**src/sv/lrms_pkg.sv**
```systemverilog
// Package for the LQR roll motor speed block: item types, widths, register codes,
// reset values and small helpers. No dependencies.
package lrms_pkg;

   localparam int unsigned FRAC_BITS_DEF   = 16;
   localparam int unsigned SAMPLE_RATE_DEF = 1000;

   localparam int DATA_W    = 24;
   localparam int INVK_W    = 20;
   localparam int ERR_W     = DATA_W + 1;
   localparam int MUL_W     = 26;
   localparam int PROD_W    = 2 * MUL_W;
   localparam int ACC_W     = 72;
   localparam int MAG_W     = 50;
   localparam int HALF_W    = MAG_W / 2;
   localparam int OUT_FRAC  = 8;
   localparam int RAD_W     = 33;
   localparam int ROOT_W    = 17;
   localparam int SPEED_W   = ROOT_W + 1;
   localparam int CSR_IDX_W = 3;

   localparam logic [RAD_W-1:0]  RAD_CAP     = 33'd5898393601;
   localparam logic [ROOT_W-1:0] SPEED_LIMIT = 17'd76800;

   localparam logic signed [ACC_W-1:0] VEL_MAX_ACC = ACC_W'(2 ** (DATA_W - 1) - 1);
   localparam logic signed [ACC_W-1:0] VEL_MIN_ACC = ACC_W'(-(2 ** (DATA_W - 1)));
   localparam logic signed [ACC_W-1:0] RAD_CAP_ACC = ACC_W'(RAD_CAP);
   localparam logic signed [DATA_W-1:0] DATA_MAX   = DATA_W'(2 ** (DATA_W - 1) - 1);
   localparam logic signed [DATA_W-1:0] DATA_MIN   = DATA_W'(-(2 ** (DATA_W - 1)));

   localparam logic signed [SPEED_W-1:0] MOTOR_MAX = SPEED_W'(SPEED_LIMIT);
   localparam logic signed [SPEED_W-1:0] MOTOR_MIN = -MOTOR_MAX;

   localparam logic signed [DATA_W-1:0] RST_GAIN_PEND_ANGLE = DATA_W'(-4635951);
   localparam logic signed [DATA_W-1:0] RST_GAIN_PEND_RATE  = DATA_W'(-735032);
   localparam logic signed [DATA_W-1:0] RST_GAIN_POSITION   = DATA_W'(29308);
   localparam logic signed [DATA_W-1:0] RST_GAIN_VELOCITY   = DATA_W'(192728);
   localparam logic signed [DATA_W-1:0] RST_GAIN_BODY_ANGLE = DATA_W'(3212909);
   localparam logic signed [DATA_W-1:0] RST_GAIN_BODY_RATE  = DATA_W'(183193);
   localparam logic signed [DATA_W-1:0] RST_POS_SETPOINT    = DATA_W'(6554);
   localparam logic [INVK_W-1:0]        RST_INV_THRUST      = INVK_W'(116978);

   typedef enum logic [CSR_IDX_W-1:0] {
      CSR_GAIN_PEND_ANGLE = 3'd0,
      CSR_GAIN_PEND_RATE  = 3'd1,
      CSR_GAIN_POSITION   = 3'd2,
      CSR_GAIN_VELOCITY   = 3'd3,
      CSR_GAIN_BODY_ANGLE = 3'd4,
      CSR_GAIN_BODY_RATE  = 3'd5,
      CSR_POS_SETPOINT    = 3'd6,
      CSR_INV_THRUST      = 3'd7
   } csr_index_type;

   typedef enum logic [1:0] {
      ACC_HOLD,
      ACC_LOAD,
      ACC_ADD,
      ACC_ADD_HIGH
   } acc_op_type;

   typedef struct packed {
      logic signed [DATA_W-1:0] pend_angle;
      logic signed [DATA_W-1:0] pend_rate;
      logic signed [DATA_W-1:0] lateral_position;
      logic signed [DATA_W-1:0] body_angle;
      logic signed [DATA_W-1:0] body_rate;
   } req_item_type;

   typedef struct packed {
      logic signed [SPEED_W-1:0] motor_speed;
      logic                      clamped;
   } rsp_item_type;

   function automatic logic signed [ERR_W-1:0] sext_err(input logic signed [DATA_W-1:0] x);
      return {x[DATA_W-1], x};
   endfunction

   function automatic logic signed [ERR_W-1:0] neg_err(input logic signed [DATA_W-1:0] x);
      return ERR_W'(0) - sext_err(x);
   endfunction

endpackage

```
**src/sv/lqr_roll_motor_speed_top.sv**
```systemverilog
// Top level of the LQR roll motor speed block: registers, sequencer, output register.
// Depends on lrms_pkg, lrms_mac and lrms_isqrt.
//
//   channel | direction | handshake              | payload
//   req     | in        | req_valid / req_stall  | req_item (req_item_type)
//   rsp     | out       | rsp_valid / rsp_stall  | rsp_item (rsp_item_type)
//   csr     | in        | csr_we                 | csr_index, csr_wdata
//
// Each item runs nine products on the shared MAC, then the root recurrence.
// Reset is synchronous; it clears control state and previous position and loads the
// register reset values.
// req_stall is high while an item is in work. A stalled result only holds the
// sequencer at its last step; the next item is taken once the result is loaded.
module lqr_roll_motor_speed_top import lrms_pkg::*; #(
   parameter int unsigned FRAC_BITS   = FRAC_BITS_DEF,
   parameter int unsigned SAMPLE_RATE = SAMPLE_RATE_DEF
) (
   input  logic                 clock,
   input  logic                 reset,
   input  logic                 req_valid,
   output logic                 req_stall,
   input  req_item_type         req_item,
   output logic                 rsp_valid,
   input  logic                 rsp_stall,
   output rsp_item_type         rsp_item,
   input  logic                 csr_we,
   input  logic [CSR_IDX_W-1:0] csr_index,
   input  logic [DATA_W-1:0]    csr_wdata
);

   localparam int RAD_SHIFT = 2 * FRAC_BITS - 2 * OUT_FRAC;

   typedef enum logic [3:0] {
      S_IDLE,
      S_VEL,
      S_VEL_WAIT,
      S_VEL_SAT,
      S_EFF,
      S_EFF_WAIT,
      S_MAG,
      S_RAD,
      S_RAD_WAIT,
      S_RAD_SAT,
      S_ROOT,
      S_DONE
   } state_type;

   state_type state_ff, state_in;

   logic signed [DATA_W-1:0] gain_pend_angle_ff, gain_pend_rate_ff, gain_position_ff;
   logic signed [DATA_W-1:0] gain_velocity_ff, gain_body_angle_ff, gain_body_rate_ff;
   logic signed [DATA_W-1:0] pos_setpoint_ff;
   logic [INVK_W-1:0]        inv_thrust_ff;

   req_item_type             item_ff, item_in;
   logic signed [DATA_W-1:0] prev_ff, prev_in;
   logic signed [ERR_W-1:0]  diff_ff, diff_in;
   logic signed [DATA_W-1:0] vel_ff, vel_in;
   logic [MAG_W-1:0]         mag_ff, mag_in;
   logic                     neg_ff, neg_in;
   logic [CSR_IDX_W-1:0]     cnt_ff, cnt_in;
   logic                     half_ff, half_in;
   logic [ROOT_W-1:0]        speed_ff, speed_in;
   logic                     clamp_ff, clamp_in;
   logic                     rsp_valid_ff, rsp_valid_in;
   rsp_item_type             rsp_item_ff, rsp_item_in;

   acc_op_type               acc_op;
   logic signed [MUL_W-1:0]  mul_a, mul_b;
   logic signed [ACC_W-1:0]  acc;
   logic signed [ACC_W-1:0]  acc_abs;
   logic signed [ACC_W-1:0]  acc_shr;
   logic signed [DATA_W-1:0] gain_sel;
   logic signed [ERR_W-1:0]  err_sel;
   logic                     root_start;
   logic [RAD_W-1:0]         radicand;
   logic                     root_done;
   logic [ROOT_W-1:0]        root;
   logic [SPEED_W-1:0]       speed_ext;

   lrms_mac u_mac (
      .clock  (clock),
      .reset  (reset),
      .acc_op (acc_op),
      .op_a   (mul_a),
      .op_b   (mul_b),
      .acc    (acc)
   );

   lrms_isqrt u_isqrt (
      .clock    (clock),
      .reset    (reset),
      .start    (root_start),
      .radicand (radicand),
      .done     (root_done),
      .root     (root)
   );

   always_comb begin
      case (cnt_ff)
         CSR_GAIN_PEND_ANGLE: begin
            gain_sel = gain_pend_angle_ff;
            err_sel  = neg_err(item_ff.pend_angle);
         end
         CSR_GAIN_PEND_RATE: begin
            gain_sel = gain_pend_rate_ff;
            err_sel  = neg_err(item_ff.pend_rate);
         end
         CSR_GAIN_POSITION: begin
            gain_sel = gain_position_ff;
            err_sel  = sext_err(pos_setpoint_ff) - sext_err(item_ff.lateral_position);
         end
         CSR_GAIN_VELOCITY: begin
            gain_sel = gain_velocity_ff;
            err_sel  = neg_err(vel_ff);
         end
         CSR_GAIN_BODY_ANGLE: begin
            gain_sel = gain_body_angle_ff;
            err_sel  = neg_err(item_ff.body_angle);
         end
         CSR_GAIN_BODY_RATE: begin
            gain_sel = gain_body_rate_ff;
            err_sel  = neg_err(item_ff.body_rate);
         end
         default: begin
            gain_sel = '0;
            err_sel  = '0;
         end
      endcase
   end

   assign acc_abs   = acc[ACC_W-1] ? -acc : acc;
   assign acc_shr   = acc >>> RAD_SHIFT;
   assign radicand  = (acc_shr > RAD_CAP_ACC) ? RAD_CAP : acc_shr[RAD_W-1:0];
   assign speed_ext = {1'b0, speed_ff};

   always_comb begin
      state_in     = state_ff;
      item_in      = item_ff;
      prev_in      = prev_ff;
      diff_in      = diff_ff;
      vel_in       = vel_ff;
      mag_in       = mag_ff;
      neg_in       = neg_ff;
      cnt_in       = cnt_ff;
      half_in      = half_ff;
      speed_in     = speed_ff;
      clamp_in     = clamp_ff;
      rsp_item_in  = rsp_item_ff;
      rsp_valid_in = rsp_valid_ff && rsp_stall;
      acc_op       = ACC_HOLD;
      mul_a        = '0;
      mul_b        = '0;
      root_start   = 1'b0;

      case (state_ff)
         S_IDLE: begin
            if (req_valid) begin
               item_in  = req_item;
               diff_in  = sext_err(req_item.lateral_position) - sext_err(prev_ff);
               prev_in  = req_item.lateral_position;
               state_in = S_VEL;
            end
         end
         S_VEL: begin
            mul_a    = MUL_W'(diff_ff);
            mul_b    = MUL_W'(SAMPLE_RATE);
            acc_op   = ACC_LOAD;
            state_in = S_VEL_WAIT;
         end
         S_VEL_WAIT: begin
            state_in = S_VEL_SAT;
         end
         S_VEL_SAT: begin
            if (acc > VEL_MAX_ACC) begin
               vel_in = DATA_MAX;
            end else if (acc < VEL_MIN_ACC) begin
               vel_in = DATA_MIN;
            end else begin
               vel_in = acc[DATA_W-1:0];
            end
            cnt_in   = CSR_GAIN_PEND_ANGLE;
            state_in = S_EFF;
         end
         S_EFF: begin
            mul_a  = MUL_W'(gain_sel);
            mul_b  = MUL_W'(err_sel);
            acc_op = (cnt_ff == CSR_GAIN_PEND_ANGLE) ? ACC_LOAD : ACC_ADD;
            cnt_in = cnt_ff + CSR_IDX_W'(1);
            if (cnt_ff == CSR_GAIN_BODY_RATE) begin
               state_in = S_EFF_WAIT;
            end
         end
         S_EFF_WAIT: begin
            state_in = S_MAG;
         end
         S_MAG: begin
            neg_in   = acc[ACC_W-1];
            mag_in   = acc_abs[MAG_W-1:0];
            half_in  = 1'b0;
            state_in = S_RAD;
         end
         S_RAD: begin
            mul_b = MUL_W'(inv_thrust_ff);
            if (!half_ff) begin
               mul_a   = MUL_W'(mag_ff[HALF_W-1:0]);
               acc_op  = ACC_LOAD;
               half_in = 1'b1;
            end else begin
               mul_a    = MUL_W'(mag_ff[MAG_W-1:HALF_W]);
               acc_op   = ACC_ADD_HIGH;
               state_in = S_RAD_WAIT;
            end
         end
         S_RAD_WAIT: begin
            state_in = S_RAD_SAT;
         end
         S_RAD_SAT: begin
            root_start = 1'b1;
            state_in   = S_ROOT;
         end
         S_ROOT: begin
            if (root_done) begin
               if (root > SPEED_LIMIT) begin
                  speed_in = SPEED_LIMIT;
                  clamp_in = 1'b1;
               end else begin
                  speed_in = root;
                  clamp_in = 1'b0;
               end
               state_in = S_DONE;
            end
         end
         S_DONE: begin
            if (!rsp_valid_ff || !rsp_stall) begin
               rsp_item_in.motor_speed = neg_ff ? SPEED_W'(0) - speed_ext : speed_ext;
               rsp_item_in.clamped     = clamp_ff;
               rsp_valid_in            = 1'b1;
               state_in                = S_IDLE;
            end
         end
         default: begin
            state_in = S_IDLE;
         end
      endcase
   end

   always_ff @(posedge clock) begin
      item_ff     <= item_in;
      diff_ff     <= diff_in;
      vel_ff      <= vel_in;
      mag_ff      <= mag_in;
      neg_ff      <= neg_in;
      half_ff     <= half_in;
      speed_ff    <= speed_in;
      clamp_ff    <= clamp_in;
      rsp_item_ff <= rsp_item_in;
      if (reset) begin
         state_ff     <= S_IDLE;
         cnt_ff       <= '0;
         prev_ff      <= '0;
         rsp_valid_ff <= 1'b0;
      end else begin
         state_ff     <= state_in;
         cnt_ff       <= cnt_in;
         prev_ff      <= prev_in;
         rsp_valid_ff <= rsp_valid_in;
      end
   end

   always_ff @(posedge clock) begin
      if (reset) begin
         gain_pend_angle_ff <= RST_GAIN_PEND_ANGLE;
         gain_pend_rate_ff  <= RST_GAIN_PEND_RATE;
         gain_position_ff   <= RST_GAIN_POSITION;
         gain_velocity_ff   <= RST_GAIN_VELOCITY;
         gain_body_angle_ff <= RST_GAIN_BODY_ANGLE;
         gain_body_rate_ff  <= RST_GAIN_BODY_RATE;
         pos_setpoint_ff    <= RST_POS_SETPOINT;
         inv_thrust_ff      <= RST_INV_THRUST;
      end else if (csr_we) begin
         case (csr_index)
            CSR_GAIN_PEND_ANGLE: gain_pend_angle_ff <= csr_wdata;
            CSR_GAIN_PEND_RATE:  gain_pend_rate_ff  <= csr_wdata;
            CSR_GAIN_POSITION:   gain_position_ff   <= csr_wdata;
            CSR_GAIN_VELOCITY:   gain_velocity_ff   <= csr_wdata;
            CSR_GAIN_BODY_ANGLE: gain_body_angle_ff <= csr_wdata;
            CSR_GAIN_BODY_RATE:  gain_body_rate_ff  <= csr_wdata;
            CSR_POS_SETPOINT:    pos_setpoint_ff    <= csr_wdata;
            CSR_INV_THRUST:      inv_thrust_ff      <= csr_wdata[INVK_W-1:0];
            default: ;
         endcase
      end
   end

   assign req_stall = (state_ff != S_IDLE);
   assign rsp_valid = rsp_valid_ff;
   assign rsp_item  = rsp_item_ff;

endmodule

```
**src/sv/lrms_mac.sv**
```systemverilog
// Shared signed multiply-accumulate unit: registered 26x26 product, then accumulator.
// Depends on lrms_pkg.
module lrms_mac import lrms_pkg::*; (
   input  logic                     clock,
   input  logic                     reset,
   input  acc_op_type               acc_op,
   input  logic signed [MUL_W-1:0]  op_a,
   input  logic signed [MUL_W-1:0]  op_b,
   output logic signed [ACC_W-1:0]  acc
);

   logic signed [PROD_W-1:0] prod_ff, prod_in;
   logic signed [ACC_W-1:0]  acc_ff, acc_in;
   acc_op_type               op_ff;

   assign prod_in = op_a * op_b;

   always_comb begin
      case (op_ff)
         ACC_HOLD:     acc_in = acc_ff;
         ACC_LOAD:     acc_in = ACC_W'(prod_ff);
         ACC_ADD:      acc_in = acc_ff + ACC_W'(prod_ff);
         ACC_ADD_HIGH: acc_in = acc_ff + (ACC_W'(prod_ff) <<< HALF_W);
         default:      acc_in = acc_ff;
      endcase
   end

   always_ff @(posedge clock) begin
      prod_ff <= prod_in;
      acc_ff  <= acc_in;
      if (reset) begin
         op_ff <= ACC_HOLD;
      end else begin
         op_ff <= acc_op;
      end
   end

   assign acc = acc_ff;

endmodule

```
**src/sv/lrms_isqrt.sv**
```systemverilog
// Iterative integer square root, one result bit per cycle.
// Depends on lrms_pkg.
module lrms_isqrt import lrms_pkg::*; (
   input  logic              clock,
   input  logic              reset,
   input  logic              start,
   input  logic [RAD_W-1:0]  radicand,
   output logic              done,
   output logic [ROOT_W-1:0] root
);

   localparam int SQ_W       = RAD_W + 2;
   localparam int ROOT_STEPS = (RAD_W + 1) / 2;
   localparam int CNT_W      = $clog2(ROOT_STEPS);
   localparam logic [SQ_W-1:0]  BIT_INIT = SQ_W'(1) << (2 * (ROOT_STEPS - 1));
   localparam logic [CNT_W-1:0] CNT_LAST = CNT_W'(ROOT_STEPS - 1);

   logic [SQ_W-1:0]  n_ff, n_in;
   logic [SQ_W-1:0]  r_ff, r_in;
   logic [SQ_W-1:0]  bit_ff, bit_in;
   logic [CNT_W-1:0] cnt_ff, cnt_in;
   logic             busy_ff, busy_in;
   logic             done_ff, done_in;
   logic [SQ_W-1:0]  trial;

   assign trial = r_ff + bit_ff;

   always_comb begin
      n_in    = n_ff;
      r_in    = r_ff;
      bit_in  = bit_ff;
      cnt_in  = cnt_ff;
      busy_in = busy_ff;
      done_in = 1'b0;
      if (start) begin
         n_in    = SQ_W'(radicand);
         r_in    = '0;
         bit_in  = BIT_INIT;
         cnt_in  = '0;
         busy_in = 1'b1;
      end else if (busy_ff) begin
         if (n_ff >= trial) begin
            n_in = n_ff - trial;
            r_in = (r_ff >> 1) + bit_ff;
         end else begin
            r_in = r_ff >> 1;
         end
         bit_in = bit_ff >> 2;
         cnt_in = cnt_ff + CNT_W'(1);
         if (cnt_ff == CNT_LAST) begin
            busy_in = 1'b0;
            done_in = 1'b1;
         end
      end
   end

   always_ff @(posedge clock) begin
      n_ff   <= n_in;
      r_ff   <= r_in;
      bit_ff <= bit_in;
      cnt_ff <= cnt_in;
      if (reset) begin
         busy_ff <= 1'b0;
         done_ff <= 1'b0;
      end else begin
         busy_ff <= busy_in;
         done_ff <= done_in;
      end
   end

   assign done = done_ff;
   assign root = r_ff[ROOT_W-1:0];

endmodule

```
**config.mk**
```make
export PLATFORM = sky130hd
export DESIGN_NAME = lqr_roll_motor_speed_top
export DESIGN_NICKNAME = d
export VERILOG_FILES = /design/src/sv/lrms_pkg.sv /design/src/sv/lqr_roll_motor_speed_top.sv /design/src/sv/lrms_mac.sv /design/src/sv/lrms_isqrt.sv
export SDC_FILE = /design/constraint.sdc
export NUM_CORES = 2
export LEC_CHECK = 0
export BUFFER_PORTS_ARGS = -buffer_cell sky130_fd_sc_hd__buf_2
export CORE_ASPECT_RATIO = 2
export CORE_MARGIN = 5
export CORE_UTILIZATION = 50
export CTS_CLUSTER_DIAMETER = 50
export DETAILED_ROUTE_END_ITERATION = 6
export PLACE_DENSITY = 0.66
export SETUP_SLACK_MARGIN = 0.05
export SYNTH_ARGS = -nofsm -noshare
export SYNTH_HDL_FRONTEND = slang
export SYNTH_HIERARCHICAL = 1
export SYNTH_SLANG_ARGS = --single-unit
```
**constraint.sdc**
```tcl
create_clock -name clock -period 12.02 [get_ports clock]
set_input_delay 2.404 -clock clock [delete_from_list [all_inputs] [get_ports clock]]
set_output_delay 2.404 -clock clock [all_outputs]
set_load 0.1 [all_outputs]
```
==> summary by stage <==
Critical path
STA classifies the critical path startpoint as a flip-flop. The number of buffers and inverters on the critical path is 8. The endpoint of the worst-slack reg-to-reg timing path is u_mac/prod_ff[51]. The maximum fanout count along the critical path is 16.

Data on the critical path is required at its endpoint by 12,570 ps. The number of cells on the critical path is 37. The data arrival time of the worst path is 11,960 ps. The master of the slowest instance on the critical path is o21ai_2. In this run the critical register-to-register path is launched from cnt_ff[0]. The most used cell along the critical path is fa_1. The depth of the worst register-to-register path is 37. The kind of critical path is reg2reg.

In this run the worst setup path begins at cnt_ff[0]. In this design, the largest share of critical-path delay is due to adder cells. The internal reg-to-reg setup slack is 610 ps. The worst setup path is captured at a flip-flop. The maximum single-stage delay on the critical path is 820 ps.

Timing
Setup violations remaining at the end of the flow were counted as 0. In this run the tightest slew margin relative to its limit is 13.78%. Setup repair after global routing left no endpoint under its margin. After routing, the total negative slack on setup checks comes to 0 ps. The final count of hold timing violations came to 0. The routed design could run at a clock period as short as 11,410 ps. The worst setup skew after layout is 27.58 ps. The highest achievable clock rate is 87.65 MHz. The transition time at the pin with the least slew margin is 1290 ps. The count of final max-slew check failures is 0. In the finished design, the share of the clock period the worst path needs comes to 94.92%.

GRT
The number of global-route vias before repair is 57,985. The combined global-route utilization of all metal layers is 31.63%. The number of antenna violations at the first check in global routing is 7.

Entering global routing, the biggest net connects 118 pins. Global routing finished with a remaining overflow of 0. The first global-routing pass estimated 344,400 microns of wire.

Routing
The count of nets left with antenna violations once routing finished came out at 0. After detailed routing, the average wire length per cell comes to 25.22 microns. The via-per-instance ratio is 6.065. The pre-antenna-repair detailed-routing pass consisted of 7 iterations.

The total wire length after detailed routing is 230,300 microns. Summing over every cut layer, the via total after detailed routing is 55,388. For this block, the initial DRC count from the detailed router was 4,566. In the routed design, unresolved DRC markers number 8.

Synthesis
The share of async-settable or async-resettable flops after synthesis is 0%. Dividing the synthesized area by the synthesized cell count gives 9.119 sq um. Sequential elements use 26.20% of the synthesized area. The number of synthesized register bits is 698. Yosys printed 6 warnings. Counting every net in the synthesized netlist gives 8,632. The post-synthesis cell area is 67,210 sq um.

Yosys mapped a number of flops with a built-in enable equal to 363. In the synthesized netlist the dominant register cell turns out to be edfxtp_1. The cell count after synthesis is 7,370. After synthesis, the netlist uses 113 different library cells.

Power
In this run, the clock network consumes 22.8% of the power. The worst IR drop on VDD is 0.1068 mV. The analysis attributes to cell leakage a power of 32.16 nW.

Sequential cells burn 30.6% of the power. Dividing total power by cell area gives a power density of 147.4 nW/um^2. The switching power as a share of total power is 43.98%.

Cell internal power was estimated by the tool at 5.967 mW. The share of total power dissipated in combinational logic is 46.6%. In this run the power spent charging and discharging nets is 4.685 mW. The total power consumption of the routed design is 10.65 mW.

Layout
Leaving out fill and tap cells, the most frequent cell in the layout is nand2_1. The area growth from synthesis to layout is 7.553%. In the layout the commonest cells are nand2_1 (1,153), inv_1 (882), fa_1 (715). For this run, the number of standard cells in the final layout without fillers is 9,132. The number of nets in the layout is 8,599.

Cells with a size suffix above 1 make up 8.345% of the layout.

Job
The tool flagged a number of max-cap violations equal to 0.

CTS
TritonCTS built the clock tree. TritonCTS created 72 clock buffers. The clock input transition at the sequential cells of the worst setup and hold paths is 70 ps.

Buffers added to address setup during post-CTS repair amount to 0. The number of hold buffers added after CTS was 0. The post-CTS resize count is 0. The clock latency reported for the late side of the worst-skew pair is 680 ps. The maximum level of the CTS H-tree is 3. CTS placed an instance of clkbuf_16 at the clock tree root. Clock tree synthesis found a total of 698 sinks. The clock tree buffer depth is 3.

Outcome
The final reports fail on design-rule violations. The run finished, with violations left.

Worst hold path
The sink of the worst hold path is rsp_item[0]. The worst hold path passes through 0 cells. The startpoint of the lowest-slack hold path is clamp_ff. The worst hold path class is reg2reg.

Placement
Summed over all nets, the half-perimeter wirelength after detailed placement is 180,300 microns. The number of port buffers is 172. Once placement completed, the tool counted placed cells totaling 8,991. The weighted congestion reported at the end of routability-driven placement is 0.9876.

Die
The number of core rows is 190. The die span in y is 528.5 microns. The core area is 133,800 sq um. The die covers 142,300 sq um. The chip width is 269.2 microns.

The starting density of the core is 50.21%. For this design the top-level I/O count stands at 173.
-- registers in the layout, indices dropped and copies added (netlist names), 5 cells and up --
register and cells:
item_ff 120, u_mac/acc 72, u_mac/prod_ff 52, mag_ff 50
u_isqrt/n_ff 35, u_isqrt/r_ff 35, diff_ff 25, gain_body_angle_ff 24
gain_body_rate_ff 24, gain_pend_angle_ff 24, gain_pend_rate_ff 24, gain_position_ff 24
gain_velocity_ff 24, pos_setpoint_ff 24, prev_ff 24, vel_ff 24
inv_thrust_ff 20, rsp_item 19, speed_ff 17, u_isqrt/bit_ff 17
u_isqrt/cnt_ff 5
-- Yosys cell counts (all sizes together), types with 33 or more instances --
| master | count | area (sq um) |
|---|---|---|
| mux2 | 78 | 878.3 |
| nand2 | 1156 | 4347 |
| a31oi | 58 | 369.1 |
| o21bai | 40 | 300.3 |
| nand3b | 83 | 623.1 |
| a21o | 158 | 1186 |
| dfxtp | 335 | 6706 |
| a211oi | 49 | 390.4 |
| a21oi | 429 | 2155 |
| xor2 | 131 | 1147 |
| o211ai | 33 | 252.7 |
| o31ai | 43 | 337.8 |
| mux2i | 50 | 500.5 |
| nor2b | 58 | 362.9 |
| buf | 46 | 291.5 |
| and3 | 40 | 250.2 |
| ha | 395 | 4942 |
| o21a | 42 | 315.3 |
| fa | 715 | 14310 |
| and2 | 320 | 2002 |
| nor3 | 63 | 381.6 |
| inv | 884 | 3318 |
| edfxtp | 363 | 10900 |
| a22oi | 38 | 285.3 |
| nand2b | 59 | 369.1 |
| o21ai | 263 | 1320 |
| clkbuf | 360 | 1376 |
| nand4 | 60 | 381.6 |
| xnor2 | 234 | 2049 |
| nor2 | 277 | 1050 |
| nand3 | 89 | 450.4 |
-- worst reg2reg max path: cells and delay by family (launching register included) --
kind | cells | cell delay (ps)
xor gates and xnor gates | 2 | 300
buffers and inverters | 8 | 1210
AOI/OAI and AO/OA | 10 | 3210
DFF | 1 | 650
adders and majority gates | 9 | 4290
and+or+nand+nor | 8 | 1610
-- power by group through the flow --
stage               logic [mW]  clock network, mW  registers [mW]
floorplan                 3.35                  0            3.07
global placement          4.82                  0            3.29
detailed placement        4.87                  0            3.29
CTS                       4.90               2.46            3.24
global route              5.38               2.55            3.26
finish                    4.97               2.43            3.26
-- logic make-up after synthesis --
group | after synthesis | share of synthesized area (%)
fa+ha+maj | 1110 | 28.65
simple gates | 2326 | 16.53
compound gates | 1450 | 14.37
buf+inv | 1293 | 7.436
xor+xnor | 365 | 4.757
flops | 698 | 26.20
mux | 128 | 2.052
-- per-stage QoR --
stage / hold slack [ps] / setup WS, ps / area, sq um / util [%]
global route: 440.9 / 173.5 / 72260 / 53.99
detailed placement: 426.6 / 889.6 / 69740 / 52.11
floorplan: 400.3 / 1882 / 67210 / -
finish: 440.5 / 610.5 / 72280 / 54.01
global placement: 409.4 / 1049 / 69740 / 52.11
CTS: 440.8 / 846.1 / 72260 / 53.99
-- layer usage --
metal	track usage, %	vias up	wire [microns]
met1	30.60	27431	71660
met3	4.358	1001	13020
met2	56.88	2355	117000
met5	0	-	45
met4	30.74	6	28570
li1	-	24595	-
-- how the worst max path moves through the flow --
stage	endpoint	slack, ps
finish	u_mac/prod_ff[51]	610
CTS	u_mac/prod_ff[51]	850
global placement	u_mac/prod_ff[51]	1050
global route	u_mac/prod_ff[51]	170
detailed placement	u_mac/prod_ff[51]	890
floorplan	u_mac/prod_ff[51]	1880
-- area by class of cell --
cell class              instances  area, sq um
fillers                     12213        61560
multi-input cells            5379        44810
flip-flops and latches        698        17610
inverters                     887         3334
well taps                    1728         2162
clock buffers                  85         1956
repair buffers                299         1821
clock inverters                46        561.8
diodes                         10        25.02
Note: power is estimated with default switching activity, not from simulation.
